<file path="config.mk">
export PLATFORM = sky130hd
export DESIGN_NAME = lcd_nibble_write_sequencer_top
export DESIGN_NICKNAME = d
export VERILOG_FILES = /design/src/sv/lnws_pkg.sv /design/src/sv/lnws_front.sv /design/src/sv/lnws_queue.sv /design/src/sv/lnws_back.sv /design/src/sv/lcd_nibble_write_sequencer_top.sv
export SDC_FILE = /design/constraint.sdc
export NUM_CORES = 1
export LEC_CHECK = 0
export CAP_MARGIN = 20
export CORE_AREA = 2 2 62 64
export CTS_BUF_LIST = sky130_fd_sc_hd__clkbuf_16
export DETAILED_ROUTE_END_ITERATION = 10
export DIE_AREA = 0 0 64 66
export DONT_BUFFER_PORTS = 1
export PLACE_DENSITY_LB_ADDON = 0.08
export SYNTH_ARGS = -nofsm -noshare
export SYNTH_HDL_FRONTEND = slang
export SYNTH_SLANG_ARGS = --single-unit
export TNS_END_PERCENT = 50
</file>
<file path="constraint.sdc">
create_clock -name i_clk -period 2.5 [get_ports i_clk]
set_clock_uncertainty 0.2 [all_clocks]
set_input_delay 0.25 -clock i_clk [delete_from_list [all_inputs] [get_ports i_clk]]
set_output_delay 0.25 -clock i_clk [all_outputs]
set_load 0.005 [all_outputs]
</file>
<file path="src/sv/lnws_pkg.sv">
// Shared types and constants for the LCD nibble write sequencer.
// Used by the front, queue, back and top-level modules; depends on nothing.
package lnws_pkg;

    localparam logic       OP_WRITE      = 1'b0;
    localparam logic       OP_CLEAR      = 1'b1;

    localparam logic [6:0] LINE1_END     = 7'h0F;
    localparam logic [6:0] LINE2_START   = 7'h40;
    localparam logic [6:0] LINE2_END     = 7'h4F;

    localparam logic [7:0] CMD_CLEAR     = 8'h01;
    localparam logic [7:0] CMD_HOME      = 8'h02;
    localparam logic [7:0] CMD_SET_LINE2 = 8'hC0;

    localparam int unsigned RS_BIT       = 4;
    localparam int unsigned E_BIT        = 5;

    localparam logic [1:0] PH_E_LOW0     = 2'd0;
    localparam logic [1:0] PH_E_HIGH     = 2'd1;
    localparam logic [1:0] PH_E_LOW1     = 2'd2;

    // One classified item: a first byte with its RS, and an optional
    // command byte (always RS low) that follows it.
    typedef struct packed {
        logic [7:0] byte0;
        logic       rs0;
        logic [7:0] byte1;
        logic       two;
    } t_cmd;

endpackage

</file>
<file path="src/sv/lnws_front.sv">
// Front end of the LCD nibble write sequencer: accepts items, tracks the
// cursor and classifies each item into a byte pair. Depends on lnws_pkg.
module lnws_front (
    input  logic            i_clk,
    input  logic            i_rst_n,
    input  logic            i_valid,
    input  logic            i_opcode,
    input  logic [7:0]      i_char_code,
    input  logic            i_full,
    output logic            o_stall,
    output logic            o_push,
    output lnws_pkg::t_cmd  o_cmd
);

    logic [6:0] r_pos;
    logic [6:0] n_pos;
    logic       accept;

    assign o_stall = i_full;
    assign accept  = i_valid && !i_full;
    assign o_push  = accept;

    always_comb begin
        n_pos       = r_pos;
        o_cmd.byte0 = i_char_code;
        o_cmd.rs0   = 1'b1;
        o_cmd.byte1 = lnws_pkg::CMD_HOME;
        o_cmd.two   = 1'b0;
        if (i_opcode == lnws_pkg::OP_CLEAR) begin
            o_cmd.byte0 = lnws_pkg::CMD_CLEAR;
            o_cmd.rs0   = 1'b0;
            o_cmd.two   = 1'b1;
            n_pos       = '0;
        end else if (r_pos < lnws_pkg::LINE1_END ||
                     (r_pos >= lnws_pkg::LINE2_START && r_pos < lnws_pkg::LINE2_END)) begin
            n_pos = r_pos + 7'd1;
        end else if (r_pos == lnws_pkg::LINE1_END) begin
            // wrap onto the second line
            o_cmd.byte1 = lnws_pkg::CMD_SET_LINE2;
            o_cmd.two   = 1'b1;
            n_pos       = lnws_pkg::LINE2_START;
        end else if (r_pos == lnws_pkg::LINE2_END) begin
            o_cmd.two = 1'b1;
            n_pos     = '0;
        end
    end

    always_ff @(posedge i_clk) begin
        if (!i_rst_n) begin
            r_pos <= '0;
        end else if (accept) begin
            r_pos <= n_pos;
        end
    end

endmodule

</file>
<file path="src/sv/lnws_queue.sv">
// Two-entry queue of classified items between front and back.
// Depends on lnws_pkg for the item type.
module lnws_queue (
    input  logic            i_clk,
    input  logic            i_rst_n,
    input  logic            i_push,
    input  lnws_pkg::t_cmd  i_cmd,
    input  logic            i_pop,
    output logic            o_full,
    output logic            o_empty,
    output lnws_pkg::t_cmd  o_cmd
);

    lnws_pkg::t_cmd r_mem [2];
    logic           r_wr_ptr;
    logic           r_rd_ptr;
    logic [1:0]     r_count;

    assign o_full  = (r_count == 2'd2);
    assign o_empty = (r_count == 2'd0);
    assign o_cmd   = r_mem[r_rd_ptr];

    always_ff @(posedge i_clk) begin
        if (i_push) begin
            r_mem[r_wr_ptr] <= i_cmd;
        end
    end

    always_ff @(posedge i_clk) begin
        if (!i_rst_n) begin
            r_wr_ptr <= 1'b0;
            r_rd_ptr <= 1'b0;
            r_count  <= '0;
        end else begin
            if (i_push) begin
                r_wr_ptr <= ~r_wr_ptr;
            end
            if (i_pop) begin
                r_rd_ptr <= ~r_rd_ptr;
            end
            case ({i_push, i_pop})
                2'b10:   r_count <= r_count + 2'd1;
                2'b01:   r_count <= r_count - 2'd1;
                default: r_count <= r_count;
            endcase
        end
    end

endmodule

</file>
<file path="src/sv/lnws_back.sv">
// LCD nibble write sequencer back end, depends on lnws_pkg: splits the head
// item into nibbles and E strobe phases, one shift byte per unstalled cycle.
module lnws_back (
    input  logic            i_clk,
    input  logic            i_rst_n,
    input  logic            i_empty,
    input  lnws_pkg::t_cmd  i_cmd,
    output logic            o_pop,
    output logic            o_valid,
    input  logic            i_stall,
    output logic [5:0]      o_shift_byte,
    output logic            o_last
);

    logic [1:0] r_nib;
    logic [1:0] r_phase;
    logic       r_valid;
    logic [5:0] r_shift_byte;
    logic [5:0] n_shift_byte;
    logic       r_last;

    logic       out_ready;
    logic       fire;
    logic [3:0] nibble;
    logic       rs;
    logic       strobe;
    logic       final_byte;

    assign out_ready = !r_valid || !i_stall;
    assign fire      = out_ready && !i_empty;

    always_comb begin
        case (r_nib)
            2'd0:    nibble = i_cmd.byte0[7:4];
            2'd1:    nibble = i_cmd.byte0[3:0];
            2'd2:    nibble = i_cmd.byte1[7:4];
            default: nibble = i_cmd.byte1[3:0];
        endcase
        rs         = r_nib[1] ? 1'b0 : i_cmd.rs0;
        strobe     = (r_phase == lnws_pkg::PH_E_HIGH);
        final_byte = (r_phase == lnws_pkg::PH_E_LOW1) &&
                     ((r_nib == 2'd3) || (r_nib == 2'd1 && !i_cmd.two));
        n_shift_byte                   = {2'b00, nibble};
        n_shift_byte[lnws_pkg::RS_BIT] = rs;
        n_shift_byte[lnws_pkg::E_BIT]  = strobe;
    end

    assign o_pop        = fire && final_byte;
    assign o_valid      = r_valid;
    assign o_shift_byte = r_shift_byte;
    assign o_last       = r_last;

    always_ff @(posedge i_clk) begin
        if (!i_rst_n) begin
            r_nib   <= '0;
            r_phase <= lnws_pkg::PH_E_LOW0;
            r_valid <= 1'b0;
        end else if (fire) begin
            r_valid <= 1'b1;
            if (final_byte) begin
                r_nib   <= '0;
                r_phase <= lnws_pkg::PH_E_LOW0;
            end else if (r_phase == lnws_pkg::PH_E_LOW1) begin
                r_nib   <= r_nib + 2'd1;
                r_phase <= lnws_pkg::PH_E_LOW0;
            end else begin
                r_phase <= r_phase + 2'd1;
            end
        end else if (out_ready) begin
            r_valid <= 1'b0;
        end
    end

    always_ff @(posedge i_clk) begin
        if (fire) begin
            r_shift_byte <= n_shift_byte;
            r_last       <= final_byte;
        end
    end

endmodule

</file>
<file path="src/sv/lcd_nibble_write_sequencer_top.sv">
// LCD nibble write sequencer, top level: character writes and clear requests
// in, 6-bit shift-register bytes out for a 4-bit-mode character LCD.
// Usage:
//   Input channel (i_in_valid / o_in_stall): one item per accept, carrying
//   i_opcode (0 write character, 1 clear and home) and i_char_code.
//   Output channel (o_out_valid / i_out_stall): one shift byte per accept,
//   bits 3:0 nibble, bit 4 RS, bit 5 E; o_last marks an item's final byte.
//   Each nibble goes out as E low, E high, E low. A character gives 6 bytes,
//   or 12 when it ends a line and a set-address or return-home follows.
//   A clear always gives 12 bytes and sends the cursor back to zero.
// Timing:
//   An accepted item is queued, and its first byte is then formed in the
//   back end's output register. The back end emits one byte per cycle
//   while the output is not stalled; sustained input rate is set by that
//   output serializer. A two-entry queue lets the front accept while
//   the back is still busy; o_in_stall rises only when the queue is full.
// Reset (synchronous, active low) zeros the cursor, empties the queue and
// drops any byte in flight. A stall on the output holds the current byte
// and freezes the serializer; the queue then fills and stalls the input.
module lcd_nibble_write_sequencer_top (
    input  logic       i_clk,
    input  logic       i_rst_n,
    input  logic       i_in_valid,
    output logic       o_in_stall,
    input  logic       i_opcode,
    input  logic [7:0] i_char_code,
    output logic       o_out_valid,
    input  logic       i_out_stall,
    output logic [5:0] o_shift_byte,
    output logic       o_last
);

    lnws_pkg::t_cmd push_cmd;
    lnws_pkg::t_cmd head_cmd;
    logic           push;
    logic           pop;
    logic           full;
    logic           empty;

    // Classify items and advance the cursor.
    lnws_front u_front (
        .i_clk       (i_clk),
        .i_rst_n     (i_rst_n),
        .i_valid     (i_in_valid),
        .i_opcode    (i_opcode),
        .i_char_code (i_char_code),
        .i_full      (full),
        .o_stall     (o_in_stall),
        .o_push      (push),
        .o_cmd       (push_cmd)
    );

    // Decouple the accept side from the serializer.
    lnws_queue u_queue (
        .i_clk   (i_clk),
        .i_rst_n (i_rst_n),
        .i_push  (push),
        .i_cmd   (push_cmd),
        .i_pop   (pop),
        .o_full  (full),
        .o_empty (empty),
        .o_cmd   (head_cmd)
    );

    // Serialize nibbles into strobed shift bytes.
    lnws_back u_back (
        .i_clk        (i_clk),
        .i_rst_n      (i_rst_n),
        .i_empty      (empty),
        .i_cmd        (head_cmd),
        .o_pop        (pop),
        .o_valid      (o_out_valid),
        .i_stall      (i_out_stall),
        .o_shift_byte (o_shift_byte),
        .o_last       (o_last)
    );

endmodule

</file>
# Yosys cells after proc, flatten, opt, wreduce, memory -nomap -nowiden
# Memories as Yosys holds them, arrays and structs flattened. A register that Yosys moved wholly into a read port is not among the register bits.
# Cells that the tools add are included.
op_classes:
  add_sub_neg: 5
  n_lt_le_gt_ge: 3
  n_eq_ne: 10
  muxes: 23
  bitwise: 2
  reduce_logical: 22
op_table:
  columns: ["cell", "n"]
  rows:
  - ["7-bit two-way mux", 4]
  - ["9-bit two-way mux", 2]
  - ["8-bit two-way mux", 2]
  - ["4-bit case mux with 3 select lines", 1]
  - ["2-bit equality test, second input constant", 5]
  - ["1-bit two-way mux", 9]
  - ["2-bit two-way mux", 4]
  - ["7-bit by 1-bit adder with 7-bit output, second input constant", 1]
  - ["7-bit by 4-bit equality test with 1-bit output, second input constant", 1]
  - ["7-bit equality test, second input constant", 1]
  - ["7-bit >= comparator, second input constant", 1]
  - ["7-bit by 4-bit < comparator with 1-bit output, second input constant", 1]
  - ["7-bit < comparator, second input constant", 1]
  - ["2-bit by 1-bit adder with 2-bit output, second input constant", 3]
  - ["2-bit by 1-bit equality test with 1-bit output, second input constant", 3]
  - ["1-bit logical AND", 6]
  - ["2-bit nonzero test", 3]
  - ["1-bit zero test", 5]
  - ["2-bit zero test", 2]
  - ["2-bit case mux with 2 select lines", 1]
  - ["2-bit AND reduction", 2]
  - ["4-bit nonzero test", 1]
  - ["1-bit logical OR", 3]
  - ["1-bit NOT", 2]
  - ["2-bit by 1-bit subtractor with 2-bit output, second input constant", 1]
word_totals:
  regBits: 23
  mem_bits_rw: 36
  in_bits: 13
  out_inout_bits: 9
  elab_cells: 76
  n_memories: 1
mem_list:
  columns: ["name", "depth", "width", "read_ports", "rd_ports_with_merged_regs", "wr", "line_no", "text"]
  rows:
  - ["u_queue.r_mem", 2, 18, 1, 1, 1, "lnws_queue.sv:14", "lnws_pkg::t_cmd r_mem [2];"]

# Depth between registers and ports, before layout
# Gate-level depths: netlist of the first run.
depth:
  depth_word: 7
  mapped_depth: 8
  mapped_depth_nobuf: 8

# Modules after synthesis
# From an unflattened synthesis of the first run, not the netlist that was laid out.
unflattened:
  cells_unflattened: 192
  hier_area_um2: 2640.0
modules_own_cells:
  columns: ["mod", "n_inst", "cells_each", "area_each_um2", "seq_area_each_um2"]
  rows:
  - ["lnws_queue", 1, 78, 1510.2, 1181.1]
  - ["lnws_back", 1, 54, 625.6, 310.3]
  - ["lnws_front", 1, 60, 504.2, 140.1]

# Worst setup path before layout of the first run
# OpenSTA, ideal clock, no wires.
synth_timing:
  path_kind: "reg2reg"
  startpoint: "reg u_back.r_nib[1]"
  endpoint: "reg u_queue.r_count[1]"
  setup_time_ns: 0.070
  arrival_time_ns: 1.700
  required_time_ns: 2.230
  slack_ns: 0.530
  path_stages_with_launch: 8
  path_buffers: 0
  period_less_slack_ns: 1.970
  cell_sequence: "dfxtp_1 > inv_1 > ha_1 > a21oi_2 > nor2_2 > ha_1 > or3_1 > a21boi_1"
synth_via:
  elab_chain_cells: 7
  elab_cells_between_ends: 10
  cone_classes: "4 x eq/ne; 1 x mux; 5 x reduce/logical"
synth_rtl:
  columns: ["element", "line_no", "text"]
  rows:
  - ["start: declaration", "lnws_back.sv:15", "logic [1:0] r_nib;"]
  - ["start signal: assignment", "lnws_back.sv:64", "r_nib <= r_nib + 2'd1;"]
  - ["2-bit by 1-bit equality test with 1-bit output", "lnws_back.sv:42", "((r_nib == 2'd3) || (r_nib == 2'd1 && !i_cmd.two));"]
  - ["1-bit logical AND", "lnws_back.sv:42", null]
  - ["1-bit logical OR *", "lnws_back.sv:42", null]
  - ["1-bit logical AND *", "lnws_back.sv:41", "final_byte = (r_phase == lnws_pkg::PH_E_LOW1) &&"]
  - ["1-bit logical AND *", "lnws_back.sv:48", "assign o_pop = fire && final_byte;"]
  - ["via pop", "lcd_nibble_write_sequencer_top.sv:36", "logic pop;"]
  - ["2-bit by 1-bit equality test with 1-bit output or 2-bit equality test (tied branches)", "lnws_queue.sv:41", "case ({i_push, i_pop})"]
  - ["2-bit case mux with 2 select lines or 2-bit nonzero test (tied branches)", null, null]
  - ["end signal: assignment", "lnws_queue.sv:42", "2'b10: r_count <= r_count + 2'd1;"]
  - ["end signal: assignment", "lnws_queue.sv:43", "2'b01: r_count <= r_count - 2'd1;"]
  - ["end signal: assignment", "lnws_queue.sv:44", "default: r_count <= r_count;"]
  - ["end: declaration", "lnws_queue.sv:17", "logic [1:0] r_count;"]
# Mark *: on every way through the listed nets, which the timed path passes. The rest lies on a longest branch.
# A chain may end at the register's enable or synchronous reset.

# Final worst setup path of the first run
layout_timing:
  startpoint: "reg u_queue.r_count[0]"
  endpoint: "reg u_queue.r_count[1]"
layout_via:
  elab_chain_cells: 6
  elab_cells_between_ends: 13
  cone_classes: "2 x add/sub; 3 x eq/ne; 1 x mux; 7 x reduce/logical"
layout_rtl:
  columns: ["element", "line_no", "text"]
  rows:
  - ["2-bit zero test *", "lnws_queue.sv:20", "assign o_empty = (r_count == 2'd0);"]
  - ["1-bit zero test *", "lnws_back.sv:30", "assign fire = out_ready && !i_empty;"]
  - ["1-bit logical AND *", "lnws_back.sv:30", null]
  - ["via u_back.fire", "lnws_back.sv:23", "logic fire;"]
  - ["1-bit logical AND *", "lnws_back.sv:48", null]
  - ["via pop", "lcd_nibble_write_sequencer_top.sv:36", null]
  - ["2-bit by 1-bit equality test with 1-bit output or 2-bit equality test (tied branches)", "lnws_queue.sv:41", null]
  - ["2-bit case mux with 2 select lines or 2-bit nonzero test (tied branches)", null, null]
# Marked as above.

==> results by group, run 1 <==
Timing
  • Final Hold Viols: 0
  • Setup total negative slack: 0 ns
  • Fin. max-slew vios: 0
  • # setup viols final: 0
  • Final period utilization: ~86%
  • Worst slew margin: around 62%
  • Slew @ Worst Pin: 0.568 ns
  • Fmax: 464 MHz
  • RSZ-0062 raised after global routing: false
  • Min cycle time layout: roughly 2.2 ns

Clock network
  • CTS Sinks: 48
  • Htree depth: 2
  • Clock Pin Slew Worst Setup and Hold Paths: ~0.060 ns
  • CTS Buf Count: 5
  • CTS tree: built
  • CTS root buf: clkbuf_16
  • Clock Latency Late Sink: approximately 0.28 ns
  • Longest Clk Path Bufs: 2

GRT
  • Overall routing resource usage: a little under a fifth
  • Global route overflow: 0
  • Vias in the first global route: ~1300
  • Global-route wire length before repair: about 5700 um
  • Initial antenna violation count: 0
  • Largest net degree at the start of global routing: 15

Routing
  • DRT antenna net count: 0
  • Top Metal Used: met4
  • Metal-1 WL: 1420 um
  • Met3 WL: 96 um
  • Post-route DRC: 0
  • Vias: around 1200
  • Post-Route WL: roughly 3400 um
  • Routed len/inst: about 15 um
  • Via density: around 5.5
  • DRT Pass-1 Iters: 4
  • Routed wl met2: 1830 um
  • Initial DRC count: between 100 and 150

Setup path
  • Critical Path Start Type: flip-flop
  • Slowest-stage cell, CP: dfxtp_1
  • Reg2reg start: u_queue.r_count[0]
  • Critical Path End Type: flip-flop
  • Reg-to-Reg End: u_queue.r_count[1]
  • Setup crit start: u_queue.r_count[0]
  • Crit Path Max Fanout: 9
  • Worst reg2reg setup slack: ~0.35 ns
  • CP max stage delay: 0.45 ns
  • Setup CP Type: flip-flop to flip-flop
  • Cell chain of the critical path: o2bb2ai_2, inv_2, nand2b_1, nor2_2, ha_1, or3_1, a21boi_1
  • Worst path top cell family by delay: simple AND/OR/NAND/NOR gates
  • Worst Path Required: 2.51 ns
  • R2R depth: 7
  • Data arrival, critical path: 2.17 ns
  • Crit path buffers/inverters: 1

Min path
  • Worst hold path type: input port to flip-flop
  • Hold endpoint: u_front.r_pos[2]
  • Hold Crit Start: i_in_valid
  • WHS Path Cells: 3

Synth
  • Synth cell types: 45
  • Post-synth EDFFs: 31
  • Sequential share of the synthesized area: 60.9%
  • Synthesized instance count: around 170
  • Post-synthesis register bit count: 48
  • Synth warnings: 0
  • Syn nets: around 190
  • Post-synthesis async set-or-reset flop share: 0%
  • Syn_area_per_cell: 12.6 um2
  • Primary FF master, synth: edfxtp_1
  • Synth Cell Area: ~0.0021 mm2

Cells and area
  • Antenna Cells: 0
  • Final nets: 197
  • Area Overhead vs Synth: 12.9%
  • Share of cells above drive strength 1: between 10% and 20%

Pwr
  • Part of the power in combinational logic: around 7.8%
  • NetSw: between 300 and 400 uW
  • Internal power: 1.44 mW
  • Net switching fraction of the power: 20.2%
  • Power Density: between 700 and 800 mW/mm2
  • Static Leak: 0.843 nW
  • Clk pwr share: between 30% and 40%
  • Peak supply drop: just over 0.4 mV
  • Tot Pwr: roughly 1.8 mW
  • Sequential share of power: between 50% and 60%

Floorplan
  • Die Width: ~64 um
  • Row count: 22
  • Io pins: 22
  • Core ar.: approximately 0.0036 mm2
  • Starting Density: around three fifths
  • Die Area: 0.00422 mm2
  • DIE HEIGHT: 66 um

Placement
  • PortBufs: 0
  • Gpl congestion: about 0.84
  • Post-DP HPWL: 2400 um

Status
  • Status: finished clean

Flow run
  • Max cap viols: 0
## tightest hold or removal path: stages
cell and delay (ns):
nand4_1 0.06, xor2_1 0.07, nor2_1 0.08
## cell families after synthesis
| group | after synthesis | share of synthesized area, % |
|---|---|---|
| simple gates | 54 | 14.1 |
| flops | 48 | 60.9 |
| compound gates | 27 | 9.05 |
| mux | 14 | 7.61 |
| buf+inv | 12 | 2.52 |
| fa+ha+maj | 7 | 4.19 |
| xor+xnor | 4 | 1.68 |
## per-stage QoR
step / hold slack (ns) / cells / utilization (%) / cell area, um2 / setup WS (ns)
global placement: 0.174 / 213 / 60.4 / 2140 / 0.451
floorplan: 0.194 / 166 / - / 2090 / 0.530
global route: 0.0232 / 226 / 66.4 / 2360 / 0.152
detailed placement: 0.179 / 213 / 60.4 / 2140 / 0.349
finish: 0.0236 / 226 / 66.4 / 2360 / 0.345
CTS: 0.0135 / 226 / 66.4 / 2360 / 0.339
## area by class of cell
cell class	count	area [um2]
multi-input combinational	106	764
tap	48	60.1
sequential	48	1270
fill	262	1190
inverter	9	33.8
timing repair buffer	7	65.1
clock buffer	5	125
clock inverter	3	37.5
## metal layers
| layer | up-vias | GRT usage [%] |
|---|---|---|
| met4 | 0 | 7.34 |
| met1 | 599 | 20.2 |
| li1 | 625 | - |
| met2 | 20 | 32.4 |
| met5 | - | 0 |
| met3 | 5 | 6.13 |
## registers in the layout, indices dropped and copies added, names as in the netlist, named ones only
register / cells
u_back.o_valid: 1
u_queue.r_mem: 24
u_back.o_last: 1
u_back.o_shift_byte: 6
u_queue.r_wr_ptr: 1
u_back.r_phase: 2
u_front.r_pos: 7
u_queue.r_rd_ptr: 1
u_queue.r_count: 2
u_back.r_nib: 2
## how the worst max path moves through the flow
stage / slack (ns) / end / depth (start not counted)
3_5_place_dp: 0.35 / u_queue.r_count[1] / 7
5_1_grt: 0.15 / u_queue.r_count[1] / 7
6_report: 0.35 / u_queue.r_count[1] / 7
4_1_cts: 0.34 / u_queue.r_count[1] / 7
3_3_place_gp: 0.45 / u_queue.r_count[1] / 7
2_1_floorplan: 0.53 / u_queue.r_count[1] / 7
## what timing repair did
item | 4_1_cts | 5_1_grt
gates resized for setup | 0 | 0
buffers inserted | 0 | 0
hold buffers | 5 | 0
hold endpoints to repair | 37 | 0
## Yosys cell counts, types with 2 or more instances
cell type	count	area share, %
edfxtp_1	31	45
dfxtp_1	17	16
nor2_1	11	2.0
nor2b_1	10	3.0
inv_1	8	1.4
a21oi_1	7	1.7
ha_1	7	4.2
nand2_1	7	1.3
nand3_1	6	1.4
mux2i_1	5	2.4
mux2_1	4	2.2
a21boi_1	3	1.1
mux2_2	3	1.6
nand2b_1	3	0.90
nand4_1	3	0.90
o21ai_0	3	0.72
xnor2_1	3	1.3
a22oi_1	2	0.72
and2_1	2	0.60
and3_1	2	0.60
clkbuf_1	2	0.36
mux2_4	2	1.4
nor3_1	2	0.48
or3_1	2	0.60
## power groups by stage
stage / clock, mW / combinational (mW) / sequential (mW)
4_1_cts: 0.737 / 0.143 / 0.947
3_5_place_dp: 0 / 0.131 / 0.964
5_1_grt: 0.774 / 0.159 / 0.952
2_1_floorplan: 0 / 0.107 / 0.954
3_3_place_gp: 0 / 0.127 / 0.960
6_report: 0.716 / 0.141 / 0.946
## layout by cell type, fill, tap and decap left out, types with 2 or more instances in the layout
cell type	count
nand2_1	7
mux2i_1	5
clkbuf_16	5
ha_1	7
mux2_4	2
a21oi_1	7
nor3_1	2
or3_1	2
clkinv_1	2
and2_1	2
nand3_1	6
dlygate4sd3_1	5
and3_1	2
buf_4	2
inv_1	8
edfxtp_1	31
mux2_1	4
nor2b_1	10
nand2b_1	3
mux2_2	3
dfxtp_1	17
nand4_1	3
a22oi_1	2
o21ai_0	3
xnor2_1	3
a21boi_1	3
nor2_1	11
(Power assumes the default switching activity.)
==> run 2, diff against run 1 <==
Settings changed: CORE_AREA 2 2 62 64 to 3 3 63 65, DIE_AREA 0 0 64 66 to 0 0 66 68, PLACE_DENSITY_LB_ADDON 0.08 to 0.2.
==> results by group, run 2 (synthesis results as in run 1) <==
Status
  • Status: finished clean

Setup path
  • Worst Path Required: ~2.5 ns
  • Setup CP Type: flip-flop to flip-flop
  • Crit path buffers/inverters: 1
  • Crit Path Max Fanout: 5
  • Slowest-stage cell, CP: dfxtp_1
  • Worst path top cell family by delay: adder cells
  • Worst path most repeated cell: ha_1
  • Critical Path Start Type: flip-flop
  • Data arrival, critical path: 2.18 ns
  • CP max stage delay: 0.40 ns
  • Cell chain of the critical path: inv_1, ha_1, a21oi_2, nor2_2, ha_1, or3_1, a21boi_1
  • Critical Path End Type: flip-flop

Floorplan
  • Die Area: between 0.004 and 0.005 mm2
  • Row count: 21
  • Die Width: roughly 66 um
  • Starting Density: between 60% and 70%
  • Core ar.: roughly 0.0034 mm2
  • Io pins: 22
  • DIE HEIGHT: 68 um

Cells and area
  • Commonest non-fill, non-tap cells in the layout: edfxtp_1, dfxtp_1, nor2_1, nor2b_1, inv_1
  • FF/Latch Area: approximately 0.0013 mm2
  • Antenna Cells: 0
  • Most common cell after layout, fill and taps aside: edfxtp_1
  • Area occupied by multi-input gates: roughly 760 um2
  • Largest Register: u_queue.r_mem
  • Number of fillers in the final layout: 240
  • Final nets: around 200
  • Max reg flops: 24
  • Share of cells above drive strength 1: approximately an eighth
  • Area Overhead vs Synth: 11.5%

GRT
  • Largest net degree at the start of global routing: 15
  • Global route overflow: 0
  • Overall routing resource usage: 17.8%
  • Global-route wire length before repair: around 5700 um
  • Initial antenna violation count: 0
  • Vias in the first global route: around 1300

Clock network
  • CTS Sinks: between 40 and 50
  • Longest Clk Path Bufs: 2
  • Clock Latency Late Sink: between 0.2 and 0.3 ns
  • CTS tree: built
  • Clock Pin Slew Worst Setup and Hold Paths: about 0.060 ns
  • CTS Buf Count: 5
  • CTS root buf: clkbuf_16
  • Htree depth: 2
  • Post-CTS setup buffers: 0

Routing
  • Routed len/inst: between 15 and 20 um
  • Vias: between 1000 and 1500
  • Post-route DRC: 0
  • Via density: between 5 and 6
  • Post-Route WL: roughly 3400 um
  • DRT Pass-1 Iters: 4
  • Initial DRC count: 69
  • DRT antenna net count: 0

Timing
  • Setup total negative slack: 0 ns
  • Fin. max-slew vios: 0
  • Slew @ Worst Pin: 0.576 ns
  • Fmax: 462 MHz
  • Final Hold Viols: 0
  • Final period utilization: 86.7%
  • Worst slew margin: 61.6%
  • # setup viols final: 0
  • RSZ-0062 raised after global routing: false
  • WHS: 0.0147 ns
  • Min cycle time layout: approximately 2.2 ns

Min path
  • Worst hold path type: input port to flip-flop

Flow run
  • Max cap viols: 0

Pwr
  • Power Density: approximately 730 mW/mm2
  • Peak supply drop: between 0.4 and 0.5 mV
  • Static Leak: between 0.8 and 0.9 nW

Placement
  • Post-DP HPWL: between 2000 and 2500 um
  • PortBufs: 0
  • Gpl congestion: 0.799
run 2: path summary, 6_finish.rpt:
kind | start | slack, ns | to | cells past startpoint
setup / recovery | u_back.r_nib[1] | 0.33 | u_queue.r_count[1] | 7
hold / removal | i_in_valid | 0.01 | u_front.r_pos[2] | 3
setup reg to reg | u_back.r_nib[1] | 0.33 | u_queue.r_count[1] | 7
hold reg to reg | u_front.r_pos[5] | 0.27 | u_front.r_pos[5] | 2
run 2: metal layers:
metal	vias to the layer above	part of all wire, %	global-route usage (%)
met5	-	0	0
met4	0	1.5	7.61
met3	6	4.1	6.40
met2	24	52	32.0
met1	596	42	18.7
li1	624	-	-
run 2: final cells by class:
class                   instances  area share, %
repair buffers                  7           2.79
clock inverters                 3          0.484
clock buffers                   5           5.37
flip-flops and latches         48           54.6
well taps                      46           2.47
inverters                       9           1.45
multi-input cells             106           32.8
run 2: repair_timing:
| action | in CTS | in global routing |
|---|---|---|
| endpoints found under the setup margin | 0 | 0 |
| hold endpoints to repair | 37 | 0 |
| hold buffers | 5 | 0 |
| resized for setup | 0 | 0 |
run 2: worst reg2reg max path, delay by kind of cell (launching register included):
kind / cells / cell delay, ns
adder cells (fa/ha/maj): 2 / 0.57
AO/OA/AOI/OAI: 2 / 0.39
AND/OR/NAND/NOR: 2 / 0.45
flip-flops: 1 / 0.40
buffers and inverters: 1 / 0.08
run 2: where the power goes:
part	total (mW)	switching [mW]	internal [mW]	leakage (nW)
Sequential	0.945	0.0311	0.914	0.427
Combinational	0.140	0.0792	0.0611	0.337
Clock	0.604	0.245	0.359	0.0738
Total	1.69	0.355	1.33	0.838
run 2: through the flow:
step           setup slack [ns]  instance area [um2]  util (%)  power (mW)  instances
3_5_place_dp              0.358                 2140      63.2        1.09        211
6_report                  0.333                 2330      68.7        1.69        224
5_1_grt                   0.142                 2330      68.7        1.77        224
4_1_cts                   0.333                 2330      68.7        1.70        224
3_3_place_gp              0.456                 2140      63.2        1.08        211
2_1_floorplan             0.530                 2090         -        1.06        166
